### src/rtl/rrdsa_pkg.sv
// Package for the round-robin device send arbiter.
// Holds command and status codes, sequencer states and default sizes.
// No dependencies.
`timescale 1ns / 1ps

package rrdsa_pkg;

	// Default table depth and stored key width
	localparam int MAX_DEVICES_DEF = 16;
	localparam int KEY_WIDTH_DEF   = 8;

	// Fixed field widths of the channels
	localparam int KEY_PORT_W = 8;
	localparam int ID_W       = 16;
	localparam int REQ_W      = 8;
	localparam int SIZE_W     = 16;

	// Packets of this many bytes or fewer are dropped
	localparam logic [SIZE_W-1:0] MIN_ROUTE_LEN = SIZE_W'(4);
	// Pending request count saturates here
	localparam logic [REQ_W-1:0]  REQ_MAX       = '1;

	typedef enum logic [2:0] {
		OP_ADD     = 3'd0,
		OP_REMOVE  = 3'd1,
		OP_REQUEST = 3'd2,
		OP_ENABLE  = 3'd3,
		OP_TIMEOUT = 3'd4,
		OP_SEND    = 3'd5,
		OP_ROUTE   = 3'd6
	} op_t;

	typedef enum logic [2:0] {
		STAT_OK        = 3'd0,
		STAT_DUPLICATE = 3'd1,
		STAT_NOT_FOUND = 3'd2,
		STAT_FULL      = 3'd3,
		STAT_NO_GRANT  = 3'd4,
		STAT_SHORT     = 3'd5
	} status_t;

	typedef enum logic [2:0] {
		S_IDLE,
		S_SCAN,
		S_ACT,
		S_SHIFT,
		S_FIN
	} state_t;

endpackage

### src/rtl/rrdsa_req_if.sv
// Request channel of the round-robin device send arbiter.
// Carries valid, ready and one command item. No dependencies.
`timescale 1ns / 1ps

interface rrdsa_req_if;
	logic        valid;
	logic        ready;
	logic [2:0]  req_type;
	logic [7:0]  device_key;
	logic [15:0] dev_id;
	logic        enable;
	logic [15:0] packet_size;

	modport source (output valid, req_type, device_key, dev_id, enable, packet_size,
		input ready);
	modport sink (input valid, req_type, device_key, dev_id, enable, packet_size,
		output ready);
endinterface

### src/rtl/rrdsa_rsp_if.sv
// Response channel of the round-robin device send arbiter.
// Carries valid, ready and one result item. No dependencies.
`timescale 1ns / 1ps

interface rrdsa_rsp_if;
	logic       valid;
	logic       ready;
	logic [2:0] status;
	logic       grant_valid;
	logic [7:0] grant_key;
	logic       route_valid;
	logic [7:0] route_key;

	modport source (output valid, status, grant_valid, grant_key, route_valid, route_key,
		input ready);
	modport sink (input valid, status, grant_valid, grant_key, route_valid, route_key,
		output ready);
endinterface

### src/rtl/rrdsa_mem.sv
// Device table memory: one write port, one read port, registered read data.
// No dependencies.
`timescale 1ns / 1ps

module rrdsa_mem #(
	parameter int DEPTH = 16,
	parameter int WIDTH = 32
) (
	input  logic                     clk,
	input  logic                     rd_en,
	input  logic [$clog2(DEPTH)-1:0] rd_addr,
	output logic [WIDTH-1:0]         rd_data,
	input  logic                     wr_en,
	input  logic [$clog2(DEPTH)-1:0] wr_addr,
	input  logic [WIDTH-1:0]         wr_data
);
	logic [WIDTH-1:0] mem [DEPTH];

	// write port
	always_ff @(posedge clk) begin
		if (wr_en) begin
			mem[wr_addr] <= wr_data;
		end
	end

	// read port, registered read data
	always_ff @(posedge clk) begin
		if (rd_en) begin
			rd_data <= mem[rd_addr];
		end
	end
endmodule

### src/rtl/round_robin_device_send_arbiter.sv
// Round-robin device send arbiter: top level, command sequencer and table control.
// Depends on rrdsa_pkg, rrdsa_req_if, rrdsa_rsp_if and rrdsa_mem.
//
//   channel | dir | handshake   | item
//   req     | in  | valid/ready | req_type, device_key, dev_id, enable, packet_size
//   rsp     | out | valid/ready | status, grant_valid, grant_key, route_valid, route_key
//
// One item at a time. An item is accepted, then the table is scanned (one memory read
// per cycle through the single read port), then acted on, then compacted on a remove,
// and then the result is loaded.
// Reset clears count, round-robin position, enable and timeout flag; the table
// memory is not cleared since only slots below the count are read.
// A stalled result holds in the output register; the next item is taken once the
// result has moved there.
`timescale 1ns / 1ps

module round_robin_device_send_arbiter #(
	parameter int MAX_DEVICES = rrdsa_pkg::MAX_DEVICES_DEF,
	parameter int KEY_WIDTH   = rrdsa_pkg::KEY_WIDTH_DEF
) (
	input  logic        clk,
	input  logic        arst_n,
	rrdsa_req_if.sink   req,
	rrdsa_rsp_if.source rsp
);
	import rrdsa_pkg::*;

	localparam int AW = $clog2(MAX_DEVICES);
	localparam int CW = $clog2(MAX_DEVICES + 1);
	localparam int KS = (KEY_WIDTH < KEY_PORT_W) ? KEY_WIDTH : KEY_PORT_W;
	localparam int EW = KS + ID_W + REQ_W;

	state_t state_q, state_d;

	// item fields
	op_t             op_q;
	logic [KS-1:0]   key_q;
	logic [ID_W-1:0] id_q;

	// arbiter state
	logic [CW-1:0] count_q;
	logic [AW-1:0] rr_q;
	logic          enabled_q;
	logic          awaiting_q;

	// read sequencer
	logic [AW-1:0] ptr_q;
	logic [CW-1:0] left_q;
	logic          vld_s1;
	logic          last_s1;
	logic [AW-1:0] addr_s1;
	logic [EW-1:0] rd_data_s1;

	// scan result
	logic          found_q;
	logic [AW-1:0] hit_idx_q;
	logic [EW-1:0] hit_data_q;

	// result being built and output register
	status_t       res_status_q;
	logic          res_gv_q;
	logic [KS-1:0] res_gkey_q;
	logic          res_rv_q;
	logic [KS-1:0] res_rkey_q;
	logic          out_vld_q;
	status_t       out_status_q;
	logic          out_gv_q;
	logic [KS-1:0] out_gkey_q;
	logic          out_rv_q;
	logic [KS-1:0] out_rkey_q;

	// memory ports
	logic          rd_en;
	logic          wr_en;
	logic [AW-1:0] wr_addr;
	logic [EW-1:0] wr_data;

	logic          acc;
	op_t           op_in;
	logic          cnt_zero;
	logic [AW-1:0] last_idx;
	logic [AW-1:0] rr_after;
	logic [KS-1:0]    ent_key, hit_key;
	logic [ID_W-1:0]  ent_id, hit_id;
	logic [REQ_W-1:0] ent_req, hit_req;
	logic          key_op, hit, scan_end, out_load;
	logic          need_shift;
	state_t        launch_state;
	status_t       launch_status;

	rrdsa_mem #(
		.DEPTH (MAX_DEVICES),
		.WIDTH (EW)
	) u_mem (
		.clk     (clk),
		.rd_en   (rd_en),
		.rd_addr (ptr_q),
		.rd_data (rd_data_s1),
		.wr_en   (wr_en),
		.wr_addr (wr_addr),
		.wr_data (wr_data)
	);

	// common decode
	assign acc      = req.valid && req.ready;
	assign op_in    = op_t'(req.req_type);
	assign cnt_zero = (count_q == '0);
	assign last_idx = AW'(count_q - CW'(1));
	assign rr_after = (rr_q == last_idx) ? '0 : rr_q + AW'(1);
	assign out_load = (state_q == S_FIN) && (!out_vld_q || rsp.ready);

	assign ent_key = rd_data_s1[EW-1 -: KS];
	assign ent_id  = rd_data_s1[REQ_W +: ID_W];
	assign ent_req = rd_data_s1[REQ_W-1:0];
	assign hit_key = hit_data_q[EW-1 -: KS];
	assign hit_id  = hit_data_q[REQ_W +: ID_W];
	assign hit_req = hit_data_q[REQ_W-1:0];

	// match test on the entry that just came out of memory
	assign key_op = (op_q == OP_ADD) || (op_q == OP_REMOVE) || (op_q == OP_REQUEST);
	always_comb begin
		if (key_op) begin
			hit = vld_s1 && (ent_key == key_q);
		end else if (op_q == OP_ROUTE) begin
			hit = vld_s1 && (ent_id == id_q);
		end else begin
			hit = vld_s1 && (ent_req != '0);
		end
	end
	assign scan_end   = vld_s1 && (hit || last_s1);
	assign need_shift = (CW'(hit_idx_q) + CW'(1)) < count_q;

	// where a freshly accepted item goes first
	always_comb begin
		launch_state  = S_FIN;
		launch_status = STAT_OK;
		case (op_in)
			OP_ADD, OP_REMOVE, OP_REQUEST: begin
				launch_state = cnt_zero ? S_ACT : S_SCAN;
			end
			OP_ROUTE: begin
				if (req.packet_size <= MIN_ROUTE_LEN) begin
					launch_status = STAT_SHORT;
				end else begin
					launch_state = cnt_zero ? S_ACT : S_SCAN;
				end
			end
			OP_ENABLE: begin
				if (req.enable && !awaiting_q && !cnt_zero) begin
					launch_state = S_SCAN;
				end
			end
			OP_TIMEOUT: begin
				if (enabled_q && !cnt_zero) begin
					launch_state = S_SCAN;
				end
			end
			OP_SEND: begin
				if (enabled_q && !awaiting_q && !cnt_zero) begin
					launch_state = S_SCAN;
				end else begin
					launch_status = STAT_NO_GRANT;
				end
			end
			default: begin
				launch_state = S_FIN;
			end
		endcase
	end

	// next state
	always_comb begin
		state_d = state_q;
		unique case (state_q)
			S_IDLE:  if (acc) state_d = launch_state;
			S_SCAN:  if (scan_end) state_d = S_ACT;
			S_ACT: begin
				if (op_q == OP_REMOVE && found_q && need_shift) begin
					state_d = S_SHIFT;
				end else begin
					state_d = S_FIN;
				end
			end
			S_SHIFT: if (vld_s1 && last_s1) state_d = S_FIN;
			S_FIN:   if (out_load) state_d = S_IDLE;
			default: state_d = S_IDLE;
		endcase
	end

	// sequencer outputs: handshake and memory control
	always_comb begin
		req.ready = (state_q == S_IDLE);
		rd_en     = ((state_q == S_SCAN) || (state_q == S_SHIFT)) && (left_q != '0);
		wr_en     = 1'b0;
		wr_addr   = hit_idx_q;
		wr_data   = hit_data_q;
		unique case (state_q)
			S_ACT: begin
				case (op_q)
					OP_ADD: begin
						wr_en   = !found_q && (count_q != CW'(MAX_DEVICES));
						wr_addr = AW'(count_q);
						wr_data = {key_q, id_q, REQ_W'(0)};
					end
					OP_REQUEST: begin
						wr_en   = found_q;
						wr_data = {hit_key, hit_id,
							(hit_req == REQ_MAX) ? hit_req : hit_req + REQ_W'(1)};
					end
					OP_ENABLE, OP_TIMEOUT, OP_SEND: begin
						wr_en   = found_q;
						wr_data = {hit_key, hit_id, hit_req - REQ_W'(1)};
					end
					default: wr_en = 1'b0;
				endcase
			end
			S_SHIFT: begin
				// move each later entry down one slot
				wr_en   = vld_s1;
				wr_addr = addr_s1 - AW'(1);
				wr_data = rd_data_s1;
			end
			S_IDLE, S_SCAN, S_FIN: wr_en = 1'b0;
			default: wr_en = 1'b0;
		endcase
	end

	// control state
	always_ff @(posedge clk or negedge arst_n) begin
		if (!arst_n) begin
			state_q    <= S_IDLE;
			count_q    <= '0;
			rr_q       <= '0;
			enabled_q  <= 1'b0;
			awaiting_q <= 1'b0;
			vld_s1     <= 1'b0;
			out_vld_q  <= 1'b0;
		end else begin
			state_q <= state_d;
			vld_s1  <= rd_en;

			if (acc && op_in == OP_ENABLE) begin
				enabled_q <= req.enable;
			end
			if (acc && op_in == OP_TIMEOUT) begin
				awaiting_q <= 1'b0;
			end

			if (state_q == S_ACT) begin
				unique case (op_q)
					OP_ADD: begin
						if (!found_q && count_q != CW'(MAX_DEVICES)) begin
							count_q <= count_q + CW'(1);
						end
					end
					OP_REMOVE: begin
						if (found_q) begin
							if (hit_idx_q <= rr_q && rr_q != '0) begin
								rr_q <= rr_q - AW'(1);
							end
							if (!need_shift) begin
								count_q <= count_q - CW'(1);
							end
						end
					end
					OP_ENABLE, OP_TIMEOUT, OP_SEND: begin
						if (found_q) begin
							rr_q       <= hit_idx_q;
							awaiting_q <= 1'b1;
						end
					end
					default: ;
				endcase
			end
			if (state_q == S_SHIFT && vld_s1 && last_s1) begin
				count_q <= count_q - CW'(1);
			end

			if (out_load) begin
				out_vld_q <= 1'b1;
			end else if (rsp.ready) begin
				out_vld_q <= 1'b0;
			end
		end
	end

	// datapath registers
	always_ff @(posedge clk) begin
		// read address stepping, wraps at the last used slot
		if (rd_en) begin
			ptr_q   <= (ptr_q == last_idx) ? '0 : ptr_q + AW'(1);
			left_q  <= left_q - CW'(1);
			last_s1 <= (left_q == CW'(1));
			addr_s1 <= ptr_q;
		end

		if (acc) begin
			op_q         <= op_in;
			key_q        <= KS'(req.device_key);
			id_q         <= req.dev_id;
			found_q      <= 1'b0;
			left_q       <= count_q;
			ptr_q        <= (op_in == OP_ENABLE || op_in == OP_TIMEOUT || op_in == OP_SEND)
				? rr_after : '0;
			res_status_q <= launch_status;
			res_gv_q     <= 1'b0;
			res_gkey_q   <= '0;
			res_rv_q     <= 1'b0;
			res_rkey_q   <= '0;
		end

		if (state_q == S_SCAN && hit) begin
			found_q    <= 1'b1;
			hit_idx_q  <= addr_s1;
			hit_data_q <= rd_data_s1;
		end

		if (state_q == S_ACT) begin
			case (op_q)
				OP_ADD: begin
					if (found_q) begin
						res_status_q <= STAT_DUPLICATE;
					end else if (count_q == CW'(MAX_DEVICES)) begin
						res_status_q <= STAT_FULL;
					end
				end
				OP_REMOVE: begin
					if (!found_q) begin
						res_status_q <= STAT_NOT_FOUND;
					end else if (need_shift) begin
						ptr_q  <= hit_idx_q + AW'(1);
						left_q <= count_q - CW'(1) - CW'(hit_idx_q);
					end
				end
				OP_REQUEST: begin
					if (!found_q) res_status_q <= STAT_NOT_FOUND;
				end
				OP_ROUTE: begin
					if (!found_q) begin
						res_status_q <= STAT_NOT_FOUND;
					end else begin
						res_rv_q   <= 1'b1;
						res_rkey_q <= hit_key;
					end
				end
				OP_ENABLE, OP_TIMEOUT, OP_SEND: begin
					if (found_q) begin
						res_gv_q   <= 1'b1;
						res_gkey_q <= hit_key;
					end else if (op_q == OP_SEND) begin
						res_status_q <= STAT_NO_GRANT;
					end
				end
				default: ;
			endcase
		end

		if (out_load) begin
			out_status_q <= res_status_q;
			out_gv_q     <= res_gv_q;
			out_gkey_q   <= res_gkey_q;
			out_rv_q     <= res_rv_q;
			out_rkey_q   <= res_rkey_q;
		end
	end

	assign rsp.valid       = out_vld_q;
	assign rsp.status      = out_status_q;
	assign rsp.grant_valid = out_gv_q;
	assign rsp.grant_key   = KEY_PORT_W'(out_gkey_q);
	assign rsp.route_valid = out_rv_q;
	assign rsp.route_key   = KEY_PORT_W'(out_rkey_q);

`ifndef SYNTHESIS
	// table never holds more entries than its depth
	a_count_max: assert property (@(posedge clk) disable iff (!arst_n)
		count_q <= CW'(MAX_DEVICES))
		else $error("entry count above table depth");

	// round-robin position stays inside the used part of the table
	a_rr_range: assert property (@(posedge clk) disable iff (!arst_n)
		(count_q != '0) |-> (CW'(rr_q) < count_q))
		else $error("round-robin position beyond last entry");

	// table is only written while an item is being worked on
	a_wr_busy: assert property (@(posedge clk) disable iff (!arst_n)
		wr_en |-> ((state_q == S_ACT) || (state_q == S_SHIFT)))
		else $error("table write outside act or shift");

	// a result load returns the sequencer to idle with the result held valid
	a_one_result: assert property (@(posedge clk) disable iff (!arst_n)
		out_load |=> (state_q == S_IDLE) && out_vld_q)
		else $error("result load did not return sequencer to idle");
`endif
endmodule

### src/flat_wrapper.sv
// flat-port wrapper written by rule: the top's interface ports become plain ports
module round_robin_device_send_arbiter_flat import rrdsa_pkg::*;
#(
	parameter int MAX_DEVICES = rrdsa_pkg::MAX_DEVICES_DEF,
	parameter int KEY_WIDTH   = rrdsa_pkg::KEY_WIDTH_DEF
)
  (clk, arst_n, req_valid, req_req_type, req_device_key, req_dev_id, req_enable, req_packet_size, req_ready, rsp_valid, rsp_status, rsp_grant_valid, rsp_grant_key, rsp_route_valid, rsp_route_key, rsp_ready);
  rrdsa_req_if req_i ();
  rrdsa_rsp_if rsp_i ();
  input  logic clk;
  input  logic arst_n;
  input wire logic [$bits(req_i.valid)-1:0] req_valid;
  input wire logic [$bits(req_i.req_type)-1:0] req_req_type;
  input wire logic [$bits(req_i.device_key)-1:0] req_device_key;
  input wire logic [$bits(req_i.dev_id)-1:0] req_dev_id;
  input wire logic [$bits(req_i.enable)-1:0] req_enable;
  input wire logic [$bits(req_i.packet_size)-1:0] req_packet_size;
  output wire logic [$bits(req_i.ready)-1:0] req_ready;
  output wire logic [$bits(rsp_i.valid)-1:0] rsp_valid;
  output wire logic [$bits(rsp_i.status)-1:0] rsp_status;
  output wire logic [$bits(rsp_i.grant_valid)-1:0] rsp_grant_valid;
  output wire logic [$bits(rsp_i.grant_key)-1:0] rsp_grant_key;
  output wire logic [$bits(rsp_i.route_valid)-1:0] rsp_route_valid;
  output wire logic [$bits(rsp_i.route_key)-1:0] rsp_route_key;
  input wire logic [$bits(rsp_i.ready)-1:0] rsp_ready;
  assign req_i.valid = req_valid;
  assign req_i.req_type = req_req_type;
  assign req_i.device_key = req_device_key;
  assign req_i.dev_id = req_dev_id;
  assign req_i.enable = req_enable;
  assign req_i.packet_size = req_packet_size;
  assign req_ready = req_i.ready;
  assign rsp_valid = rsp_i.valid;
  assign rsp_status = rsp_i.status;
  assign rsp_grant_valid = rsp_i.grant_valid;
  assign rsp_grant_key = rsp_i.grant_key;
  assign rsp_route_valid = rsp_i.route_valid;
  assign rsp_route_key = rsp_i.route_key;
  assign rsp_i.ready = rsp_ready;
  round_robin_device_send_arbiter #(.MAX_DEVICES(MAX_DEVICES), .KEY_WIDTH(KEY_WIDTH)) u_core (.clk(clk), .arst_n(arst_n), .req(req_i), .rsp(rsp_i));
endmodule
### config.mk
export PLATFORM = sky130hd
export DESIGN_NAME = round_robin_device_send_arbiter_flat
export DESIGN_NICKNAME = d
export VERILOG_FILES = /design/src/rtl/rrdsa_pkg.sv /design/src/rtl/rrdsa_req_if.sv /design/src/rtl/rrdsa_rsp_if.sv /design/src/rtl/rrdsa_mem.sv /design/src/rtl/round_robin_device_send_arbiter.sv /design/src/flat_wrapper.sv
export SDC_FILE = /design/constraint.sdc
export NUM_CORES = 1
export LEC_CHECK = 0
export CAP_MARGIN = 20
export CORE_MARGIN = 4
export CORE_UTILIZATION = 50
export DETAILED_ROUTE_END_ITERATION = 7
export DONT_BUFFER_PORTS = 1
export PLACE_DENSITY_LB_ADDON = 0.05
export SYNTH_ARGS = -nofsm -noshare
export SYNTH_HDL_FRONTEND = slang
export SYNTH_SLANG_ARGS = --single-unit
export TNS_END_PERCENT = 1
### constraint.sdc
create_clock -name clk -period 4.2 [get_ports clk]
set_input_delay 0.42 -clock clk [delete_from_list [all_inputs] [get_ports clk]]
set_output_delay 0.42 -clock clk [all_outputs]
set_load 0.01 [all_outputs]
== Word level (Yosys, flattened, before mapping) ==
Memory sizes are Yosys's and may differ from the RTL's. A register that Yosys moved wholly into a read port is not among the register bits.
Index checks and enable logic that the tools add are counted.

* $add $sub $neg: 12
* Order comparisons: 3
* Equality and inequality tests: 34
* Muxes and demuxes: 81
* Reduce and logical (&&, ||, !) cells: 51

{| class="wikitable"
|+ Operators with widths
! operator !! count
|-
| 32-bit case mux with 3 select lines || 1
|-
| 8-bit two-way mux || 9
|-
| 32-bit case mux with 2 select lines || 1
|-
| 5-bit two-way mux || 11
|-
| 3-bit two-way mux || 18
|-
| 4-bit two-way mux || 13
|-
| 3-bit case mux with 5 select lines || 2
|-
| 1-bit logical AND || 22
|-
| 3-bit equality test, second input constant || 7
|-
| 3-bit by 2-bit equality test with 1-bit output, second input constant || 6
|-
| 1-bit two-way mux || 18
|-
| 16-bit equality test || 1
|-
| 16-bit by 3-bit <= comparator with 1-bit output, second input constant || 1
|-
| 4-bit case mux with 2 select lines || 2
|-
| 4-bit by 1-bit adder with 4-bit output, second input constant || 3
|-
| 2-bit by 1-bit inequality test with 1-bit output, second input constant || 5
|-
| 5-bit case mux with 2 select lines || 1
|-
| 5-bit AND reduction || 2
|-
| 5-bit by 1-bit subtractor with 5-bit output, second input constant || 2
|-
| 3-bit by 1-bit equality test with 1-bit output, second input constant || 3
|-
| 3-bit logical NOT || 3
|-
| 3-bit case mux with 3 select lines || 1
|-
| 3-bit OR reduction || 3
|-
| 8-bit by 1-bit adder with 8-bit output, second input constant || 1
|-
| 29 further kinds || 45
|}

* Flip-flop bits (word level): 136
* Bits in writable memories: 512
* Output and inout bits: 23
* Word-level logic and storage cells: 209
* Memories: 1

{| class="wikitable"
|+ Memory list
! memory !! depth !! width !! rd ports !! clocked after Yosys merged registers in !! wr ports !! line !! source
|-
| u_core.u_mem.mem || 16 || 32 || 1 || 1 || 1 || rrdsa_mem.sv:17 || <nowiki>logic [WIDTH-1:0] mem [DEPTH];</nowiki>
|}

== Depth between registers and ports, before layout ==
Gate-level depths: netlist (run 1).

* Word-level depth: 10
* Mapped depth: 11
* Depth with buffers taken out: 10

== Modules after synthesis ==
From an unflattened synthesis (run 1), not the netlist that was laid out.

* Cell total of the unflattened synthesis: 1545
* Area total of the unflattened synthesis: 27450.1 um^2

{| class="wikitable"
|+ Modules (own cells, without submodules)
! module !! instances !! cells each !! area an instance (um^2) !! sequential area each (um^2)
|-
| rrdsa_mem || 1 || 838 || 20155.6 || 16335.7
|-
| round_robin_device_send_arbiter || 1 || 707 || 7294.5 || 3693.5
|}

== Worst setup path before layout (run 1) ==
OpenSTA, ideal clock, no wires.

* Kind: register to register
* Start: register u_core.op_q[1]
* End: memory u_core.u_mem.mem[1][0] (enable)
* Data arrival time: 3.164 ns
* Setup slack: 0.615 ns
* Stages on the path, launching flop included: 9
* Path buffers: 2
* Cells stage by stage: edfxtp_1 buf_6 or3_1 buf_2 a311o_1 a31oi_2 and2b_1 nand2b_2 nor2_1

* Word-level cells in the longest chain between the ends: 6
* Elaborated cells on any way between the ends: 12
* Those cells by class: eq/ne: 4; mux: 6; reduce/logical: 2

{| class="wikitable"
|+ Ends and longest elaborated chain
! what !! line !! source
|-
| from (decl) || round_robin_device_send_arbiter.sv:36 || <nowiki>op_t op_q;</nowiki>
|-
| from (signal assigned) || round_robin_device_send_arbiter.sv:298 || <nowiki>op_q <= op_in;</nowiki>
|-
| 3-bit by 2-bit equality test with 1-bit output or 3-bit equality test (tied branches) || round_robin_device_send_arbiter.sv:199 || <nowiki>case (op_q)</nowiki>
|-
| 4-bit OR reduction (no source line) || n/a ||
|-
| 1-bit case mux with 2 select lines || round_robin_device_send_arbiter.sv:199 ||
|-
| 1-bit case mux with 2 select lines || round_robin_device_send_arbiter.sv:197 || <nowiki>unique case (state_q)</nowiki>
|-
| 1-bit two-way mux || rrdsa_mem.sv:21 || <nowiki>if (wr_en) begin</nowiki>
|-
| 1-bit two-way mux (implied by the code) || rrdsa_mem.sv:22 || <nowiki>mem[wr_addr] <= wr_data;</nowiki>
|-
| to (decl) || rrdsa_mem.sv:17 ||
|}

Parallel ways exist; a longest one is shown, timed or not.

== Worst setup path after layout (run 1) ==
* Start: register u_core.state_q[0]
* End: memory u_core.u_mem.mem[3][14] (enable)

* Word-level cells in the longest chain between the ends: 4
* Elaborated cells on any way between the ends: 6
* Those cells by class: eq/ne: 2; mux: 4

{| class="wikitable"
|+ Ends and longest elaborated chain
! what !! line !! source
|-
| from (decl) || round_robin_device_send_arbiter.sv:33 || <nowiki>state_t state_q, state_d;</nowiki>
|-
| from (signal assigned) || round_robin_device_send_arbiter.sv:239 || <nowiki>state_q <= state_d;</nowiki>
|-
| 3-bit by 2-bit equality test with 1-bit output || round_robin_device_send_arbiter.sv:197 ||
|-
| 1-bit case mux with 2 select lines || round_robin_device_send_arbiter.sv:197 ||
|-
| 1-bit two-way mux || rrdsa_mem.sv:21 ||
|-
| 1-bit two-way mux (implied by the code) || rrdsa_mem.sv:22 ||
|}

Parallel ways exist; a longest one is shown, timed or not.

==> reports/qor.csv, run 1 <==
metric,value,unit
status,"finished, final reports clean",
most frequent cells in the layout,"edfxtp_1 (633), mux4_2 (160), clkbuf_16 (76), buf_4 (69), o21ai_0 (65)",
Max Slew Vio Count,0,
hold_buf cts,29,
"Core Util, Final",0.5827,
MaxCap Viol Count,0,
Ys Warns,0,
Syn Area/Cell,18.41,um^2
DRC violations left,0,
GRT Total Usage,0.2262,
number of synthesized flops with an enable pin,633,
Core Region,0.05499,mm^2
Longest Clk Path Bufs,3,
busiest grt layer,met1,
Die Span Y,243.6,um
Synth Cell Area,0.02775,mm^2
"most common cell after layout, fill and taps aside",edfxtp_1,
Hold Crit Class,input pin to flop,
Design Power,19.81,mW
register area share after synthesis,0.7218,
CTS Sinks,680,
Fin Hold WS,0.03851,ns
startpoint types,flop,
post-route cell area,0.03204,mm^2
endpoint required time on the critical path,4.49,ns
IO Count,71,
Critical Path End Type,flop,
area delta synth->final,15.46,%
fmax,292.1,MHz
vias in the first global route,14700,
met2 Use GR,0.3387,
DR pass1 iterations,5,
Rel. slew slack,0.4193,
global-route wire length before repair,99.50,mm
worst slew pin tran,0.8682,ns
setup violators final,0,
clk_lat worst skew,0.61,ns
area of the die,0.05933,mm^2
Switching Fraction,0.2795,
Seq pwr share,0.442,
Initial Utilization,0.5047,
area post-placement,0.02914,mm^2
maximum VDD drop,0.0004520,V
Clock Power Share,0.350,
"FFs w/ async S/R, synth",0.02353,
distinct cell type count after synthesis,76,
CTS tree,done,
post-synthesis instance total,1507,
Clock transition at path regs,0.06,ns
initial antenna violation count,4,
routed vias,14710,
M3 GR Usage,0.04127,
Int Power,14.27,mW
grt ovf,0,
min cycle time layout,3.423,ns
number of synthesized register bits,680,
CTS H-tree depth,3,
Logic pwr share,0.208,
"Arr. time, crit path",3.72,ns
DRT Wirelength,66.80,mm
WL/cell,27.76,um
clk_skew,0.02260,ns
Die Wd,243.6,um
Site Rows,86,
post-CTS setup buffers,0,
global routing met1 resource utilization,0.3519,
RSZ-0062 raised after global routing,no,
period utilization,0.8151,
Vias/cell,6.114,
initial DRC count,1387,
setup TNS,0,ns
DPL Wire Length,43.35,mm
CTS buffer count,71,
routability cong.,0.9037,
Leak,10.20,nW
Worst Path Max Fanout,24,
Nets,1674,
pwr dens,618.3,mW/mm^2
P_sw,5.536,mW
share of post-route cells with drive strength above 1,0.2378,
remaining antenna violation count after routing,0,
Fin. Hold Viols,0,
Syn Nets,1580,
largest net degree at the start of global routing,70,
Most used DFF post-synth,edfxtp_1,
Port Buffer Count,0,
Resized cells post-CTS,0,
Setup CP Type,flop to flop,
clock tree root buffer cell,clkbuf_16,
==> per-layer routing <==
metal / part of all wire / routed length (um)
met1: 0.46 / 30880
met2: 0.46 / 30580
met3: 0.060 / 3986
met4: 0.020 / 1328
met5: 0.00031 / 21
==> through the flow <==
step	worst slack, ns	cells
after global placement	0.8274	2246
final	0.7768	2406
after CTS	0.7846	2404
after detailed placement	0.8243	2246
after global routing	0.6529	2405
after floorplan	0.6149	1507
==> final cells by class <==
| cell class | instances | area (um^2) |
|---|---|---|
| diodes | 1 | 2.502 |
| clock buffers | 83 | 1938 |
| clock inverters | 46 | 655.6 |
| fillers | 4080 | 22950 |
| inverters | 28 | 105.1 |
| multi-input cells | 714 | 7391 |
| flip-flops and latches | 680 | 20040 |
| well taps | 748 | 935.9 |
| repair buffers | 106 | 968.4 |
==> kinds of logic (layout without fill, tap and decap cells) <==
group | after synthesis | in the layout | synth area share
flip-flops | 680 | 680 | 0.7218
AO/OA/AOI/OAI | 236 | 236 | 0.05708
AND/OR/NAND/NOR | 230 | 230 | 0.04198
multiplexers | 168 | 168 | 0.1328
buffers and inverters | 113 | 263 | 0.01664
XOR/XNOR | 55 | 55 | 0.01813
adder cells (fa/ha/maj) | 25 | 25 | 0.01154
other | 0 | 1 | 0
==> power by group through the flow <==
stage / Clock, mW / Combinational [mW] / Sequential [mW]
2_1_floorplan: 0 / 2.89 / 8.56
3_3_place_gp: 0 / 4.10 / 8.90
3_5_place_dp: 0 / 4.12 / 8.91
4_1_cts: 7.07 / 4.16 / 8.76
5_1_grt: 7.35 / 4.46 / 8.80
6_report: 6.93 / 4.12 / 8.76
==> registers in the layout (all words and copies together) (netlist names), 4 cells and up <==
name                  flops
u_core.hit_data_q        32
u_core.id_q              16
u_core.key_q              8
u_core.rsp.route_key      8
u_core.res_rkey_q         8
u_core.left_q             5
u_core.hit_idx_q          4
u_core.u_mem.mem        512
u_core.rsp.grant_key      8
u_core.u_mem.rd_data     32
u_core.addr_s1            4
u_core.res_gkey_q         8
u_core.count_q            5
u_core.rr_q               4
u_core.ptr_q              4
==> synthesized netlist by cell type (9+ instances only) <==
| cell type | instances | share of area |
|---|---|---|
| nor2b_1 | 12 | 0.0027 |
| buf_2 | 24 | 0.0043 |
| nand2_1 | 64 | 0.0087 |
| a22oi_1 | 56 | 0.015 |
| xor2_1 | 25 | 0.0079 |
| ha_1 | 24 | 0.011 |
| nor2_1 | 45 | 0.0061 |
| a22o_1 | 10 | 0.0032 |
| nor3_1 | 26 | 0.0047 |
| nor4_1 | 9 | 0.0020 |
| dfxtp_1 | 31 | 0.022 |
| edfxtp_1 | 633 | 0.69 |
| a21oi_1 | 29 | 0.0052 |
| nand3_1 | 19 | 0.0034 |
| xnor2_1 | 28 | 0.0088 |
| a31oi_1 | 9 | 0.0020 |
| o21ai_0 | 66 | 0.012 |
| dfrtp_1 | 16 | 0.014 |
| inv_1 | 26 | 0.0035 |
| o211ai_1 | 9 | 0.0024 |
| clkbuf_1 | 55 | 0.0074 |
| nand4_1 | 10 | 0.0023 |
| mux4_2 | 160 | 0.13 |
==> critical path, stage by stage (launching register included) <==
cell and delay, ns:
dfrtp_1 0.85, nand3b_1 0.45, a2bb2oi_1 0.24, o21ai_0 0.21
nand3b_1 0.46, nor2_4 0.64, buf_12 0.26
==> final timing paths <==
check / startpoint / end / slack [ns] / cells past startpoint
worst max-delay path: u_core.state_q[0]$_DFFE_PN0P_ / u_core.u_mem.mem[3][14]$_DFFE_PP_ / 0.78 / 6
worst min-delay path: rsp_ready / u_core.rsp.valid$_DFFE_PN0P_ / 0.04 / 2
worst max register to register: u_core.state_q[0]$_DFFE_PN0P_ / u_core.u_mem.mem[3][14]$_DFFE_PP_ / 0.78 / 6
worst min register to register: u_core.res_gkey_q[4]$_DFF_P_ / u_core.rsp.grant_key[4]$_DFFE_PP_ / 0.43 / 0
max in group asynchronous: arst_n / u_core.rr_q[1]$_DFFE_PN0P_ / 3.28 / 1
min in group asynchronous: arst_n / u_core.count_q[1]$_DFFE_PN0P_ / 0.37 / 1
(Power assumes the default switching activity.)
==> run 2: changes to the inputs <==
- clock period: 4.2 -> 2.85 ns (I/O delays scaled with it)
==> run 2 against run 1 <==
Net effect:
- critical path type unchanged
- sequential power is 45% higher
- flip-flop and latch count stayed put
- fmax is 25% higher
- first-iteration DRC count is 3.5% lower
- register-to-register slack worse by 0.66 ns
- combinational power is 62% higher
- cell area is 1.1% higher
- routed wire length is 2.0% lower
- clock skew hardly changed
- core utilization is 0.64 points higher
- power is 43% higher
==> reports/qor.csv, run 2 (same netlist as run 1, synthesis figures left out) <==
metric,value,unit
status,"finished, final reports clean",
clock tree root buffer cell,clkbuf_16,
DR top layer,met5,
Setup CP Type,flop to flop,
Critical Path End Type,flop,
Nets,1730,
Worst Path Max Fanout,14,
max FFs per register,512,
Regs by FF count,"u_core.u_mem.mem x512, u_core.hit_data_q x32, u_core.u_mem.rd_data x32",
Site Rows,86,
"Core Util, Final",0.5891,
routed vias,14960,
area post-placement,0.02982,mm^2
Max Slew Vio Count,0,
RSZ-0062 raised after global routing,no,
most frequent cells in the layout,"edfxtp_1 (633), mux4_2 (160), buf_4 (100), clkbuf_16 (73), o21ai_0 (66)",
area delta synth->final,16.73,%
Top reg by flops,u_core.u_mem.mem,
Initial Utilization,0.5047,
largest net degree at the start of global routing,42,
Rel. slew slack,0.4058,
clk_lat worst skew,0.61,ns
GRT Total Usage,0.2241,
share of post-route cells with drive strength above 1,0.2560,
startpoint types,flop,
Max stage delay on crit path,0.46,ns
Longest Clk Path Bufs,3,
initial DRC count,1339,
RR Startpoint,u_core.op_q[0]$_DFFE_PP_,
maximum VDD drop,0.0005509,V
Hold Crit Class,input pin to flop,
MaxCap Viol Count,0,
grt ovf,0,
Leak,10.38,nW
Seq pwr share,0.450,
P_sw,8.202,mW
fmax,365.4,MHz
Core Region,0.05499,mm^2
Die Wd,243.6,um
setup TNS,0,ns
Vias/cell,6.080,
min cycle time layout,2.736,ns
CTS Sinks,680,
Switching Fraction,0.2903,
hold_sp,req_req_type[0],
DRC violations left,0,
DPL Wire Length,43.92,mm
metal2 WL,28.55,mm
critical path buffer and inverter count,1,
crit-path leading delay family,simple AND/OR/NAND/NOR gates,
period utilization,0.9601,
Die Span Y,243.6,um
"Slowest-stage cell, CP",or3_1,
CTS tree,done,
remaining antenna violation count after routing,0,
global-route wire length before repair,98.80,mm
Clock Power Share,0.314,
Clock transition at path regs,0.06,ns
WL/cell,26.60,um
worst slew pin tran,0.8883,ns
initial antenna violation count,6,
CTS H-tree depth,3,
Fin Hold WS,0.1013,ns
DR pass1 iterations,6,
endpoint required time on the critical path,3.14,ns
DRT Wirelength,65.47,mm
Routed met1 length,30.77,mm
setup violators final,0,
cell chain of the critical path,or3_1 -> a311o_1 -> a31oi_2 -> and2b_1 -> nand2_2 -> nor2_4 -> buf_4,
CTS buffer count,71,
IO Count,71,
Int Power,20.05,mW
vias in the first global route,14930,
routability cong.,0.8720,
Fin. Hold Viols,0,
Port Buffer Count,0,
Crit. Startpoint,u_core.op_q[0]$_DFFE_PP_,
"Arr. time, crit path",3.02,ns
Logic pwr share,0.236,
area of the die,0.05933,mm^2
WL met3,4.715,mm
fillers,4057,
clk_skew,0.02241,ns
pwr dens,872.3,mW/mm^2
"most common cell after layout, fill and taps aside",edfxtp_1,
post-route cell area,0.03239,mm^2
[run 2: final timing paths]
kind	slack, ns	to	cells after the start
worst min-delay path	0.10	u_core.res_status_q[2]$_DFF_P_	4
max in group asynchronous	2.05	u_core.vld_s1$_DFF_PN0_	1
worst min register to register	0.43	u_core.rsp.grant_key[0]$_DFFE_PP_	0
worst max-delay path	0.11	u_core.u_mem.mem[8][7]$_DFFE_PP_	7
worst max register to register	0.11	u_core.u_mem.mem[8][7]$_DFFE_PP_	7
min in group asynchronous	0.24	u_core.count_q[1]$_DFFE_PN0P_	1
[run 2: power by group through the flow]
stage / combinational (mW) / clock (mW) / sequential, mW
final: 6.67 / 8.87 / 12.7
after CTS: 6.69 / 9.11 / 12.7
after global placement: 6.54 / 0 / 12.9
after floorplan: 4.28 / 0 / 12.6
after global routing: 7.19 / 9.56 / 12.8
after detailed placement: 6.62 / 0 / 12.9
[run 2: metal layers]
metal	GRT usage	vias to the layer above
met5	0	-
met4	0.05350	2
met3	0.04226	94
met2	0.3198	555
met1	0.3615	7844
li1	-	6469
[run 2: stage by stage]
step	total power [mW]	setup WS, ns	instances
after floorplan	16.89	-0.2324	1507
after global placement	19.45	0.1400	2299
after detailed placement	19.54	0.1001	2299
after CTS	28.52	0.06612	2457
after global routing	29.52	0.05233	2459
final	28.26	0.1136	2461
[run 2: what timing repair did]
item,CTS,global route
hold endpoints to repair,48,0
setup endpoints to repair,0,279
hold buffers,31,0
resized for setup,0,2
buffers inserted,0,0
[run 2: layout make-up]
| type | count | area [um^2] | share of cell area |
|---|---|---|---|
| Timing Repair Buffer | 162 | 1675 | 0.05172 |
| Clock buffer | 86 | 1876 | 0.05790 |
| Clock inverter | 41 | 354.1 | 0.01093 |
| Tap cell | 748 | 935.9 | 0.02889 |
| Antenna cell | 2 | 5.005 | 0.0001545 |
| Multi-Input combinational cell | 714 | 7398 | 0.2284 |
| Inverter | 28 | 105.1 | 0.003245 |
| Sequential cell | 680 | 20040 | 0.6187 |
[run 2: tightest hold or removal path, cell delays in order]
cell and delay [ns]:
o211ai_1 0.08, nand2_1 0.12, a21oi_1 0.08, a21oi_1 0.11
==> run 3: changes to the inputs <==
- SYNTH_HIERARCHICAL: default -> 1
==> run 3 against run 2 <==
Net effect:
- fmax is 0.85% lower
- worst hold slack lost 0.029 ns
- first-iteration DRC count increased by 11%
- sequential share of layout area increased by 0.22 points
- via count up 2.0%
- routed wire length is 5.1% higher
- largest cell class unchanged
==> reports/qor.csv, run 3 <==
metric,value,unit
post-synth top area share,0.6925,
maximum VDD drop,0.0007346,V
most frequent cells after synthesis,"edfxtp_1 (633), mux4_2 (128), nand2_1 (82), a22oi_1 (66), o22ai_1 (59)",
Vias/cell,6.198,
Clock transition at path regs,0.06,ns
area post-placement,0.02960,mm^2
cell mode on critical path,buf_4,
PnR worst setup slack,0.09000,ns
period utilization,0.9684,
initial DRC count,1482,
metal2 WL,30.60,mm
Syn Nets,1618,
share of post-route cells with drive strength above 1,0.2391,
post-synthesis instance total,1545,
Die Span Y,242.3,um
crit-path leading delay family,buffers and inverters,
fmax,362.3,MHz
Max stage delay on crit path,0.56,ns
status,"finished, final reports clean",
CTS H-tree depth,3,
Initial Utilization,0.5071,
Routed met1 length,30.79,mm
DRC violations left,0,
IO Count,71,
endpoint required time on the critical path,3.17,ns
CTS buffer count,72,
clk_lat worst skew,0.60,ns
Hold Crit Class,input pin to flop,
Regs by FF count,"u_core/u_mem/mem x512, u_core/hit_data_q x32, u_core/u_mem/rd_data x32",
DR pass1 iterations,7,
Die Wd,242.3,um
CTS Sinks,680,
Core Region,0.05413,mm^2
global-route wire length before repair,102.2,mm
vias in the first global route,15200,
Max Slew Vio Count,0,
"top cells by area, synth","edfxtp_1 (69%), mux4_2 (11%), dfxtp_1 (2.3%)",
Leak,10.54,nW
cell chain of the critical path,buf_4 -> buf_4 -> nand2b_1 -> inv_1 -> nor2_1 -> buf_4 -> o221ai_1 -> a21oi_1 -> nor2_1 -> buf_4,
GRT Total Usage,0.2345,
Setup CP Type,flop to flop,
area of the die,0.05871,mm^2
register area share after synthesis,0.7297,
Nets,1777,
pwr dens,936.8,mW/mm^2
WL/cell,27.94,um
clk_skew,0.02236,ns
min cycle time layout,2.760,ns
RSZ-0062 raised after global routing,yes,
Site Rows,85,
DRT Wirelength,68.79,mm
number of synthesized register bits,680,
critical path buffer and inverter count,5,
cell taking the most area after synthesis,edfxtp_1,
routability cong.,0.8807,
WL met3,6.151,mm
setup violators final,0,
"Slowest-stage cell, CP",nor2_1,
distinct cell type count after synthesis,74,
grt ovf,0,
initial antenna violation count,7,
Top reg by flops,u_core/u_mem/mem,
startpoint types,flop,
"count leader, synth",edfxtp_1,
CTS tree,done,
Longest Clk Path Bufs,3,
"FFs w/ async S/R, synth",0.02353,
most frequent cells in the layout,"edfxtp_1 (633), mux4_2 (128), buf_4 (103), nand2_1 (80), clkbuf_16 (78)",
area delta synth->final,17.55,%
Syn Area/Cell,17.77,um^2
Port Buffer Count,0,
Ys Warns,6,
Worst Path Max Fanout,16,
routed vias,15260,
post-route cell area,0.03227,mm^2
remaining antenna violation count after routing,0,
MaxCap Viol Count,0,
clock tree root buffer cell,clkbuf_16,
"worst slack, placed",0.1002,ns
Fin. Hold Viols,0,
Critical Path End Type,flop,
largest net degree at the start of global routing,45,
"Arr. time, crit path",3.08,ns
max FFs per register,512,
worst slew pin tran,0.8925,ns
Rel. slew slack,0.4030,
number of synthesized flops with an enable pin,633,
Synth Cell Area,0.02745,mm^2
DR top layer,met5,
"most common cell after layout, fill and taps aside",edfxtp_1,
DPL Wire Length,44.84,mm
Most used DFF post-synth,edfxtp_1,
run 3: per-layer routing:
metal / track usage / vias up
li1: - / 6640
met1: 0.3595 / 7920
met2: 0.3405 / 614
met3: 0.05755 / 84
met4: 0.06215 / 2
met5: 0 / -
run 3: what timing repair did:
item	4_1_cts	5_1_grt
setup endpoints to repair	0	35
resized for setup	0	4
hold endpoints to repair	48	0
buffers inserted	0	0
hold buffers	30	0
run 3: cell type report:
cell class,instances,area (um^2)
antenna,5,12.51
clock buffer,89,1993
clock inverter,42,337.8
fill,4009,21860
inverter,32,120.1
multi-input combinational,755,7223
sequential,680,20040
tap,696,870.8
timing repair buffer,163,1674
run 3: through the flow:
| stage | instances | power, mW | util | hold WS (ns) | TNS, ns |
|---|---|---|---|---|---|
| finish | 2462 | 30.23 | 0.5961 | 0.07219 | 0 |
| global route | 2458 | 31.62 | 0.5959 | 0.07146 | -0.1259 |
| CTS | 2456 | 30.46 | 0.5954 | 0.01600 | 0 |
| detailed placement | 2295 | 21.20 | 0.5467 | -0.009993 | 0 |
| global placement | 2294 | 21.13 | 0.5466 | -0.01002 | 0 |
| floorplan | 1545 | 18.12 | - | -0.01059 | -92.90 |
run 3: final timing paths:
path                            depth (start not counted)                         start  slack [ns]                                 to
worst max register to register                         10      u_core/op_q[1]$_DFFE_PP_        0.09   u_core/u_mem/mem[3][4]$_DFFE_PP_
worst min register to register                          0  u_core/res_gkey_q[7]$_DFF_P_        0.43  u_core/rsp.grant_key[7]$_DFFE_PP_
min in group asynchronous                               1                        arst_n        0.26      u_core/count_q[1]$_DFFE_PN0P_
max in group asynchronous                               1                        arst_n        2.04       u_core/rsp.valid$_DFFE_PN0P_
worst min-delay path                                    3               req_req_type[0]        0.07     u_core/res_status_q[2]$_DFF_P_
worst max-delay path                                   10      u_core/op_q[1]$_DFFE_PP_        0.09   u_core/u_mem/mem[3][4]$_DFFE_PP_
run 3: power by group:
group	internal, mW	switching (mW)	leakage, nW
combinational	3.32	4.70	3.19
sequential	12.3	0.680	6.22
clock	5.36	3.82	1.14
run 3: cells by family (layout without fill, tap and decap cells):
family	count (synthesis)	after routing	share of synthesized area
compound gates	298	298	0.07270
xor+xnor	55	55	0.01805
fa+ha+maj	25	25	0.01167
buf+inv	110	326	0.01718
flops	680	680	0.7297
mux	132	132	0.1065
other cells	0	5	0
simple gates	245	245	0.04421
run 3: worst reg2reg max path, cell delays in order, from the launching register on:
cell and delay [ns]:
edfxtp_1 0.34, buf_4 0.14, buf_4 0.17, nand2b_1 0.23
inv_1 0.14, nor2_1 0.56, buf_4 0.28, o221ai_1 0.13
a21oi_1 0.18, nor2_1 0.11, buf_4 0.21
